--- src/rtl/core/weighted_data_share_admission_core_defines.svh ---
// Assertion helpers for the weighted data share admission core
`ifndef WEIGHTED_DATA_SHARE_ADMISSION_CORE_DEFINES_SVH
`define WEIGHTED_DATA_SHARE_ADMISSION_CORE_DEFINES_SVH

// Same-cycle implication, reset aware
`define WDSA_ASSERT_IMP(lbl, clk, rstn, ante, cons) \
  lbl: assert property (@(posedge clk) disable iff (!rstn) (ante) |-> (cons)) \
    else $error("wdsa assertion failed");

// Next-cycle implication, reset aware
`define WDSA_ASSERT_NXT(lbl, clk, rstn, ante, cons) \
  lbl: assert property (@(posedge clk) disable iff (!rstn) (ante) |=> (cons)) \
    else $error("wdsa assertion failed");

`endif

--- src/rtl/core/wdsa_pkg.sv ---
// ----------------------------------------------------------------------------
// wdsa_pkg
// Types, widths and codes shared by the admission core modules.
// ----------------------------------------------------------------------------
package wdsa_pkg;

  localparam int NODE_SLOTS_DEF = 64;
  localparam int OP_W       = 2;
  localparam int IDX_W      = 6;
  localparam int IO_W       = 8;
  localparam int WGT_W      = 48;
  localparam int TOTAL_W    = 48;
  localparam int TOL_W      = 12;
  localparam int SUM_W      = 14;
  localparam int LIM_W      = 63;
  localparam int PROD_W     = TOTAL_W + IO_W;
  localparam int NUM_W      = PROD_W + TOL_W;
  localparam int FRAC_BITS  = 8;
  localparam int DEN_W      = SUM_W + FRAC_BITS;
  localparam int CNT_W      = $clog2(NUM_W);
  localparam int CFG_IDX_W  = 2;
  localparam int CFG_DATA_W = 48;

  localparam logic [SUM_W-1:0] SUM_MAX   = '1;
  localparam logic [TOL_W-1:0] TOL_RESET = TOL_W'(256);

  typedef enum logic [OP_W-1:0] {
    OP_REGISTER = 2'd0,
    OP_UPDATE   = 2'd1,
    OP_CHECK    = 2'd2,
    OP_DEACT    = 2'd3
  } op_e;

  typedef enum logic [CFG_IDX_W-1:0] {
    CFG_TOTAL = 2'd0,
    CFG_TOL   = 2'd1
  } cfg_reg_e;

  typedef enum logic [2:0] {
    S_IDLE,
    S_READ,
    S_UPDATE,
    S_MUL1,
    S_MUL2,
    S_DIV,
    S_FIN,
    S_CLR
  } state_e;

  // controller to datapath
  typedef struct packed {
    logic clr;
    logic load;
    logic rd;
    logic upd;
    logic mul1;
    logic mul2;
    logic div_step;
    logic fin;
  } cmd_t;

  // datapath to controller
  typedef struct packed {
    logic clr_last;
    logic div_last;
    logic out_free;
  } stat_t;

endpackage

--- src/rtl/core/wdsa_ctrl.sv ---
// ----------------------------------------------------------------------------
// wdsa_ctrl
// Sequencer: table clear after reset, then read, table update, two
// multiplies, bit-serial divide, result.
// ----------------------------------------------------------------------------
module wdsa_ctrl import wdsa_pkg::*; (
  input  logic  clk_i,
  input  logic  rst_ni,
  input  logic  in_valid_i,
  output logic  in_ready_o,
  input  stat_t stat_i,
  output cmd_t  cmd_o
);

  state_e state_q, state_d;

  // state register
  always_ff @(posedge clk_i or negedge rst_ni) begin
    if (!rst_ni) begin
      state_q <= S_CLR;
    end else begin
      state_q <= state_d;
    end
  end

  // next state and commands
  always_comb begin
    state_d    = state_q;
    cmd_o      = '0;
    in_ready_o = 1'b0;
    unique case (state_q)
      S_CLR: begin
        // zero one table slot per cycle
        cmd_o.clr = 1'b1;
        if (stat_i.clr_last) begin
          state_d = S_IDLE;
        end
      end
      S_IDLE: begin
        in_ready_o = 1'b1;
        if (in_valid_i) begin
          cmd_o.load = 1'b1;
          state_d    = S_READ;
        end
      end
      S_READ: begin
        cmd_o.rd = 1'b1;
        state_d  = S_UPDATE;
      end
      S_UPDATE: begin
        cmd_o.upd = 1'b1;
        state_d   = S_MUL1;
      end
      S_MUL1: begin
        cmd_o.mul1 = 1'b1;
        state_d    = S_MUL2;
      end
      S_MUL2: begin
        cmd_o.mul2 = 1'b1;
        state_d    = S_DIV;
      end
      S_DIV: begin
        cmd_o.div_step = 1'b1;
        if (stat_i.div_last) begin
          state_d = S_FIN;
        end
      end
      S_FIN: begin
        // wait for the output register to free up
        if (stat_i.out_free) begin
          cmd_o.fin = 1'b1;
          state_d   = S_IDLE;
        end
      end
      default: state_d = S_IDLE;
    endcase
  end

endmodule

--- config.mk ---
export PLATFORM = sky130hd
export DESIGN_NAME = wdsa_ctrl
export DESIGN_NICKNAME = d
export VERILOG_FILES = /design/src/rtl/core/weighted_data_share_admission_core_defines.svh /design/src/rtl/core/wdsa_pkg.sv /design/src/rtl/core/wdsa_ctrl.sv
export SDC_FILE = /design/constraint.sdc
export NUM_CORES = 1
export LEC_CHECK = 0
export ABC_AREA = 1
export BUFFER_PORTS_ARGS = -buffer_cell sky130_fd_sc_hd__buf_2
export CAP_MARGIN = 25
export CELL_PAD_IN_SITES_DETAIL_PLACEMENT = 0
export CELL_PAD_IN_SITES_GLOBAL_PLACEMENT = 1
export CORE_AREA = 2 2 39 41
export CTS_CLUSTER_SIZE = 40
export DETAILED_ROUTE_END_ITERATION = 7
export DIE_AREA = 0 0 41 43
export GPL_ROUTABILITY_DRIVEN = 0
export MAX_ROUTING_LAYER = met4
export PLACE_DENSITY = 0.71
export SKIP_LAST_GASP = 1
export SLEW_MARGIN = 20
export SYNTH_ARGS = -nofsm -noshare
export SYNTH_HDL_FRONTEND = slang
export SYNTH_SLANG_ARGS = --single-unit
export TNS_END_PERCENT = 1
--- constraint.sdc ---
create_clock -name clk_i -period 1.6 [get_ports clk_i]
set_clock_uncertainty 0.2 [all_clocks]
set_input_delay 0.16 -clock clk_i [delete_from_list [all_inputs] [get_ports clk_i]]
set_output_delay 0.16 -clock clk_i [all_outputs]
set_load 0.05 [all_outputs]
==> flow_summary.yaml, run 1 <==
power:
  combPwrFrac_pct: 68.4
  irDropWorstVdd_mv: 0.599
  p_switching_mw: 0.664
  clkPwrFrac_pct: 11.1
  p_int_mw: 0.512
  total_power_mw: 1.18
  power_density_nw_per_um2: 2360
  seq_power_share_pct: 20.5
  p_leak_nw: 0.274
  switching_share_pct: 56.5
layout:
  max_flop_register: "state_q"
  largestRegisters: "state_q: 3 flops"
  final_area_sq_um: 499
  diodes: 0
  final_net_count: 72
  largest_reg_flops: 3
  final_cells: 81
  drive_gt1_share_pct: 55.4
  utilization_pct: 36.1
  num-fill-cells: 155
  area_growth_pct: 77.3
critical_path:
  reg2regPathDepth: 7
  cp-end-kind: "output port"
  worstPathArrival_ns: 1.23
  crit_required_ns: 1.24
  reg2reg_to: "state_q[1]"
  crit_family: "flip-flops"
  crit_chain: "inv_2 > nand3_2 > inv_1 > buf_6"
  rr_startpoint: "state_q[1]"
  critical-path-max-stage-delay_ns: 0.63
  cp-endpoint: "cmd_o[4]"
  r2r_setup_slack_ns: 0.12
  critPathMaxFanout: 8
  cp.buffers_inverters: 3
  crit_type: "flop to output port"
  crit_cells: 4
  crit_slowest_cell: "dfstp_2"
  cp-start-kind: "flop"
  crit_start: "state_q[2]"
outcome:
  outcome: "finished clean"
route:
  wl_um: 740
  wl_per_cell_um: 9.14
  drt-initial-drc-count: 3
  first_pass_iters: 2
  drc_errors: 0
  postRouteAntennaNets: 0
  vias: 339
  via_per_inst: 4.19
place:
  dpl.cell_count: 76
  place_ws_ns: 0.135
  place_area_sq_um: 369
  port_buffers: 14
  dpl.hpwl_um: 561
yosys:
  synth_fp_nets: 53
  synthesis.area_sq_um: 282
  synth-seq-cells: 3
  synth_cell_types: 13
  syn_inst: 47
  yosysWarnings: 0
  avgSynthCellArea_sq_um: 5.99
  yosysSeqAreaShare_pct: 28.0
sta:
  finalSetupTns_ns: 0
  finalHoldViolations: 0
  slew_headroom_pct: 85.7
  worst_slew_pin_slew_ns: 0.214
  fin_ws_ns: 0.00738
  timing.final.crit_period_ns: 1.59
  fmax_mhz: 628
  slew_violations: 0
  grt_setup_unrepaired: "yes"
  setup_viol: 0
  fin_crit_sh_pct: 99.5
  fin_hold_ws_ns: 0.104
cts:
  clkTransAtPathRegs_ns: 0.04
  clock_sinks: 3
  cts_buffers: 3
  cts_max_level: 1
  cts_tree: "done"
  ctsLongestPathBuffers: 2
  clk_latency_ns: 0.23
  postCtsSetupBuffers: 0
  root_buffer: "clkbuf_4"
flow_run:
  cap_viol_max_count: 0
global_route:
  grt_max_degree: 9
  grt_pass1_wl_um: 1070
  grt_usage_pct: 10.2
  grt_remaining_overflow: 0
  grt_pass1_vias: 284
  antenna_found_initial: 0
floorplanning:
  start_util_pct: 20.3
  boundaryPins: 15
  rows: 14
  die_h_um: 43
  design.core.area_sq_um: 1380
  design.die.area_sq_um: 1760
  die_w_um: 41
hold_path:
  hp-class: "input pin to flop"
## layout make-up
class / instances / area (sq um) / area share [%]
timing repair buffer: 15 / 136 / 27.3
sequential: 3 / 78.8 / 15.8
tap: 16 / 20.0 / 4.01
clock buffer: 4 / 26.3 / 5.26
multi-input combinational: 33 / 200 / 40.1
inverter: 10 / 37.5 / 7.52
## cell families after synthesis
kind of cell	after synthesis	share of synthesized area [%]
AOI/OAI and AO/OA	3	5.33
buffers and inverters	11	15.1
and+or+nand+nor	30	51.6
DFF	3	28.0
## synth_stat cells
cell type	instances	area [sq um]
buf_2	1	5.00
dfstp_2	3	78.8
inv_1	8	30.0
inv_2	2	7.51
nand2_1	10	37.5
nand2_2	1	6.26
nand3_1	7	35.0
nand3_2	1	10.0
nor2_1	7	26.3
nor2_2	3	18.8
nor2_4	1	11.3
o21ai_0	2	10.0
o21ai_1	1	5.00
## worst min-delay path by stage
| stage | from | to | slack (ns) | depth (start not counted) |
|---|---|---|---|---|
| CTS | stat_i[0] | state_q[0] | 0.1 | 3 |
| finish | stat_i[0] | state_q[0] | 0.10 | 3 |
| global placement | rst_ni | state_q[0] | -0.07 | 1 |
| floorplan | rst_ni | state_q[0] | -0.19 | 0 |
| global route | stat_i[0] | state_q[0] | 0.13 | 3 |
| detailed placement | rst_ni | state_q[0] | -0.07 | 1 |
## worst reg2reg max path: cells and delay by family, from the launching register on
family	cells	cell delay (ns)
buffers and inverters	1	0.08
flip-flops	1	0.63
AND/OR/NAND/NOR	6	0.50
## placed cells by master, fill, tap and decap left out
master	n
buf_2	5
buf_6	9
clkbuf_1	1
clkbuf_4	3
dfstp_2	3
dlygate4sd3_1	1
inv_1	7
inv_2	3
nand2_1	9
nand2_2	2
nand3_1	3
nand3_2	4
nand3_4	1
nor2_1	5
nor2_2	4
nor2_4	2
o21ai_0	2
o21ai_1	1
## power by group through the flow
stage	Sequential [mW]	Clock [mW]	Combinational, mW
finish	0.241	0.131	0.804
global route	0.255	0.143	0.860
CTS	0.213	0.138	0.675
detailed placement	0.213	0	0.654
global placement	0.211	0	0.654
floorplan	0.181	0	0.552
## what timing repair did
action,4_1_cts,5_1_grt
hold buffers,1,0
pin swaps,0,1
gates cloned,0,0
resized for setup,4,29
setup endpoints to repair,7,9
endpoints found under the hold margin,3,0
## routing by layer
layer,up-vias,global-route usage [%],wire length (um)
li1,182,-,-
met1,148,9.97,282
met2,9,13.8,427
met3,0,3.14,30
met4,0,12.0,0
met5,-,-,0
Power figures use the tool's default switching activity.
==> run 2: changes to the inputs <==
- clock period: 1.6 -> 2 ns (I/O delays scaled with it)
==> run 2 against run 1 <==
Routed wire length fell by 17%. Setup slack improved by 0.25 ns. Non-clock buffer count did not move. Sequential power fell by 29%. Critical path type unchanged.
==> flow_summary.yaml, run 2 (synthesis results as in run 1) <==
sta:
  finalHoldViolations: 0
  setup_viol: 0
  fin_crit_sh_pct: 86.9
  worst_slew_pin_slew_ns: 0.255
  fmax_mhz: 575
  slew_headroom_pct: 83.1
  finalSetupTns_ns: 0
  fin_ws_ns: 0.262
  slew_violations: 0
  timing.final.crit_period_ns: 1.74
  grt_setup_unrepaired: "no"
route:
  vias: 327
  via_per_inst: 4.04
  drc_errors: 0
  first_pass_iters: 4
  wl_per_cell_um: 7.56
  drt-initial-drc-count: 2
  postRouteAntennaNets: 0
  wl_um: 612
critical_path:
  crit_required_ns: 1.60
  crit_slowest_cell: "dfstp_2"
  critPathMaxFanout: 7
  worstPathArrival_ns: 1.34
  cp-start-kind: "flop"
  cp-end-kind: "output port"
  crit_type: "flop to output port"
  critical-path-max-stage-delay_ns: 0.59
  crit_chain: "nand3_1 > nor2_1 > buf_2"
cts:
  clk_latency_ns: 0.24
  cts_tree: "done"
  clkTransAtPathRegs_ns: 0.04
  cts-resized-gates: 0
  hold_buffers: 1
  cts_max_level: 1
  ctsLongestPathBuffers: 2
  clock_sinks: 3
  postCtsSetupBuffers: 0
  cts_buffers: 3
  root_buffer: "clkbuf_4"
layout:
  largest_reg_flops: 3
  final_common_cell: "buf_2"
  largestRegisters: "state_q: 3 flops"
  num-fill-cells: 168
  final_area_sq_um: 403
  diodes: 0
  final_cells: 81
  layout_common_cells: "buf_2 (14), nand2_1 (10), inv_1 (8)"
  area_growth_pct: 43.1
  final_net_count: 72
  max_flop_register: "state_q"
  drive_gt1_share_pct: 43.1
power:
  power_density_nw_per_um2: 1970
  p_leak_nw: 0.262
  irDropWorstVdd_mv: 0.593
floorplanning:
  design.core.area_sq_um: 1380
  die_h_um: 43
  rows: 14
  die_w_um: 41
  start_util_pct: 20.3
  design.die.area_sq_um: 1760
  boundaryPins: 15
hold_path:
  hp-class: "input pin to flop"
place:
  place_area_sq_um: 367
  dpl.hpwl_um: 490
  dpl.cell_count: 76
  place_ws_ns: 0.506
  port_buffers: 14
global_route:
  grt_pass1_vias: 260
  grt_remaining_overflow: 0
  antenna_found_initial: 0
  grt_max_degree: 9
  grt_pass1_wl_um: 938
  grt_usage_pct: 8.65
outcome:
  outcome: "finished clean"
flow_run:
  cap_viol_max_count: 0
## run 2: worst max-delay path: cells and delay by family (launching register included)
| kind | cells | cell delay [ns] |
|---|---|---|
| DFF | 1 | 0.59 |
| buffers and inverters | 1 | 0.26 |
| and+or+nand+nor | 2 | 0.24 |
## run 2: area by class of cell
type	count	area (sq um)	area share (%)
Tap cell	16	20.0	4.97
Sequential cell	3	78.8	19.6
Timing Repair Buffer	15	80.1	19.9
Inverter	10	37.5	9.32
Clock buffer	4	26.3	6.52
Multi-Input combinational cell	33	160	39.8
## run 2: through the flow
| stage | util (%) | hold slack [ns] | total power, mW |
|---|---|---|---|
| 3_3_place_gp | 26.5 | -0.0325 | 0.684 |
| 2_1_floorplan | - | -0.148 | 0.585 |
| 5_1_grt | 29.1 | 0.155 | 0.849 |
| 3_5_place_dp | 26.5 | -0.0318 | 0.685 |
| 4_1_cts | 29.1 | 0.143 | 0.801 |
| 6_report | 29.1 | 0.145 | 0.793 |
## run 2: report_power, final
part	total [mW]	internal [mW]	leakage [nW]	switching [mW]
clock	0.111	0.0750	0.0150	0.0358
combinational	0.512	0.131	0.215	0.381
sequential	0.171	0.115	0.0314	0.0559
## run 2: final timing paths
check	startpoint	endpoint	slack, ns	cells past startpoint
setup / recovery	state_q[1]	cmd_o[0]	0.26	3
hold / removal	stat_i[0]	state_q[0]	0.15	3
setup reg to reg	state_q[1]	state_q[2]	0.60	7
hold reg to reg	state_q[1]	state_q[1]	0.31	2
max in group asynchronous	rst_ni	state_q[0]	1.32	2
min in group asynchronous	rst_ni	state_q[1]	0.25	2
## run 2: per-layer routing
| metal | track usage (%) | up-vias | part of all wire [%] |
|---|---|---|---|
| li1 | - | 178 | - |
| met1 | 9.03 | 135 | 43 |
| met2 | 10.9 | 11 | 47 |
| met3 | 3.14 | 3 | 7.2 |
| met4 | 10.0 | 0 | 2.5 |
| met5 | - | - | 0 |
==> run 3: changes to the inputs <==
--- a/config.mk
+++ b/config.mk
@@ -16,3 +16,2 @@
 export DIE_AREA = 0 0 41 43
-export GPL_ROUTABILITY_DRIVEN = 0
 export MAX_ROUTING_LAYER = met4
==> constraint.sdc (replaced) <==
create_clock -name clk_i -period 2 [get_ports clk_i]
set_clock_uncertainty 0.2 [all_clocks]
set_input_delay 0.1 -clock clk_i [delete_from_list [all_inputs] [get_ports clk_i]]
set_output_delay 0.1 -clock clk_i [all_outputs]
set_load 0.05 [all_outputs]
==> run 3 against run 2 <==
First-iteration DRC count rose to 4.0 times the previous value. Utilization stayed put. Cell count unchanged. Worst hold slack got worse by 0.11 ns. Sequential power hardly changed. Register-to-register slack hardly changed. Critical path type unchanged. Largest cell class unchanged. Largest power group unchanged.
==> flow_summary.yaml, run 3 (synthesis results as in run 1) <==
global_route:
  grt_pass1_vias: 294
  grt_usage_pct: 9.18
  grt_remaining_overflow: 0
  antenna_found_initial: 0
  grt_pass1_wl_um: 1120
  grt_max_degree: 9
layout:
  largest_reg_flops: 3
  regArea_sq_um: 78.8
  area_growth_pct: 43.1
  largestRegisters: "state_q: 3 flops"
  final_net_count: 72
  layout_common_cells: "buf_2 (14), nand2_1 (10), inv_1 (8)"
  multi_input_area_sq_um: 160
  diodes: 0
  max_flop_register: "state_q"
  final_common_cell: "buf_2"
  drive_gt1_share_pct: 43.1
  num-fill-cells: 167
cts:
  ctsLongestPathBuffers: 2
  cts_tree: "done"
  clkTransAtPathRegs_ns: 0.04
  cts_buffers: 3
  root_buffer: "clkbuf_4"
  clock_sinks: 3
  cts_max_level: 1
  postCtsSetupBuffers: 0
  clk_latency_ns: 0.23
critical_path:
  crit_type: "flop to output port"
  crit_chain: "nand3_1 > nor2_1 > buf_2"
  critPathMaxFanout: 8
  worstPathArrival_ns: 1.33
  crit_required_ns: 1.70
  cp-start-kind: "flop"
  critical-path-max-stage-delay_ns: 0.60
  r2r_setup_slack_ns: 0.59
  crit_slowest_cell: "dfstp_2"
  cp-end-kind: "output port"
route:
  via_per_inst: 4.06
  first_pass_iters: 4
  drt-initial-drc-count: 8
  postRouteAntennaNets: 0
  vias: 329
  drc_errors: 0
  wl_per_cell_um: 8.11
  wl_um: 657
place:
  port_buffers: 14
  dpl.hpwl_um: 539
  finalWeightedCongestion: 0.807
sta:
  slew_violations: 0
  setup_viol: 0
  fmax_mhz: 613
  timing.final.crit_period_ns: 1.63
  slew_headroom_pct: 83.4
  worst_slew_pin_slew_ns: 0.251
  grt_setup_unrepaired: "no"
  finalHoldViolations: 0
  finalSetupTns_ns: 0
  fin_crit_sh_pct: 81.5
outcome:
  outcome: "finished clean"
power:
  p_leak_nw: 0.262
  power_density_nw_per_um2: 1960
  p_switching_mw: 0.471
  irDropWorstVdd_mv: 0.727
  total_power_mw: 0.791
  switching_share_pct: 59.5
  seq_power_share_pct: 21.7
  p_int_mw: 0.321
  clkPwrFrac_pct: 13.3
  combPwrFrac_pct: 65.0
floorplanning:
  die_h_um: 43
  rows: 14
  start_util_pct: 20.3
  design.core.area_sq_um: 1380
  boundaryPins: 15
  design.die.area_sq_um: 1760
  die_w_um: 41
hold_path:
  hp-class: "input pin to flop"
flow_run:
  cap_viol_max_count: 0
[run 3: final timing paths]
kind | startpoint | end | cells after the start
worst max-delay path | state_q[2] | cmd_o[0] | 3
worst min-delay path | stat_i[0] | state_q[0] | 3
worst max register to register | state_q[2] | state_q[1] | 7
worst min register to register | state_q[1] | state_q[1] | 2
max in group asynchronous | rst_ni | state_q[0] | 2
min in group asynchronous | rst_ni | state_q[1] | 2
[run 3: per-layer routing]
metal,vias up,global-route usage (%),routed length [um]
met2,8,13.4,313
met3,0,1.57,29
met5,-,-,0
met1,143,12.0,314
li1,178,-,-
met4,0,4.00,0
[run 3: timing repair]
item | CTS | global route
hold buffers | 1 | 0
hold endpoints to repair | 3 | 0
resized for setup | 0 | 0
endpoints found under the setup margin | 0 | 0
[run 3: per-stage QoR]
| step | instances | utilization, % | setup slack [ns] | hold slack (ns) | cell area (sq um) |
|---|---|---|---|---|---|
| finish | 81 | 29.1 | 0.370 | 0.0326 | 403 |
| global route | 81 | 29.1 | 0.255 | 0.0700 | 403 |
| CTS | 81 | 29.1 | 0.357 | 0.0362 | 403 |
| detailed placement | 76 | 26.5 | 0.590 | -0.124 | 367 |
| global placement | 76 | 26.5 | 0.595 | -0.132 | 367 |
| floorplan | 47 | - | 0.260 | -0.248 | 282 |
[run 3: final cells by class]
type / instances / area share (%)
clock buffers: 4 / 6.52
well taps: 16 / 4.97
multi-input cells: 33 / 39.8
repair buffers: 15 / 19.9
flip-flops and latches: 3 / 19.6
inverters: 10 / 9.32
[run 3: worst max-delay path: cells and delay by family, from the launching register on]
family	cells	cell delay, ns
flip-flops	1	0.60
buffers and inverters	1	0.26
AND/OR/NAND/NOR	2	0.24
[run 3: power by group through the flow]
stage,clock network (mW),logic (mW),registers [mW]
global route,0.116,0.567,0.183
global placement,0,0.516,0.170
detailed placement,0,0.514,0.173
finish,0.105,0.515,0.172
floorplan,0,0.440,0.145
CTS,0.107,0.520,0.172
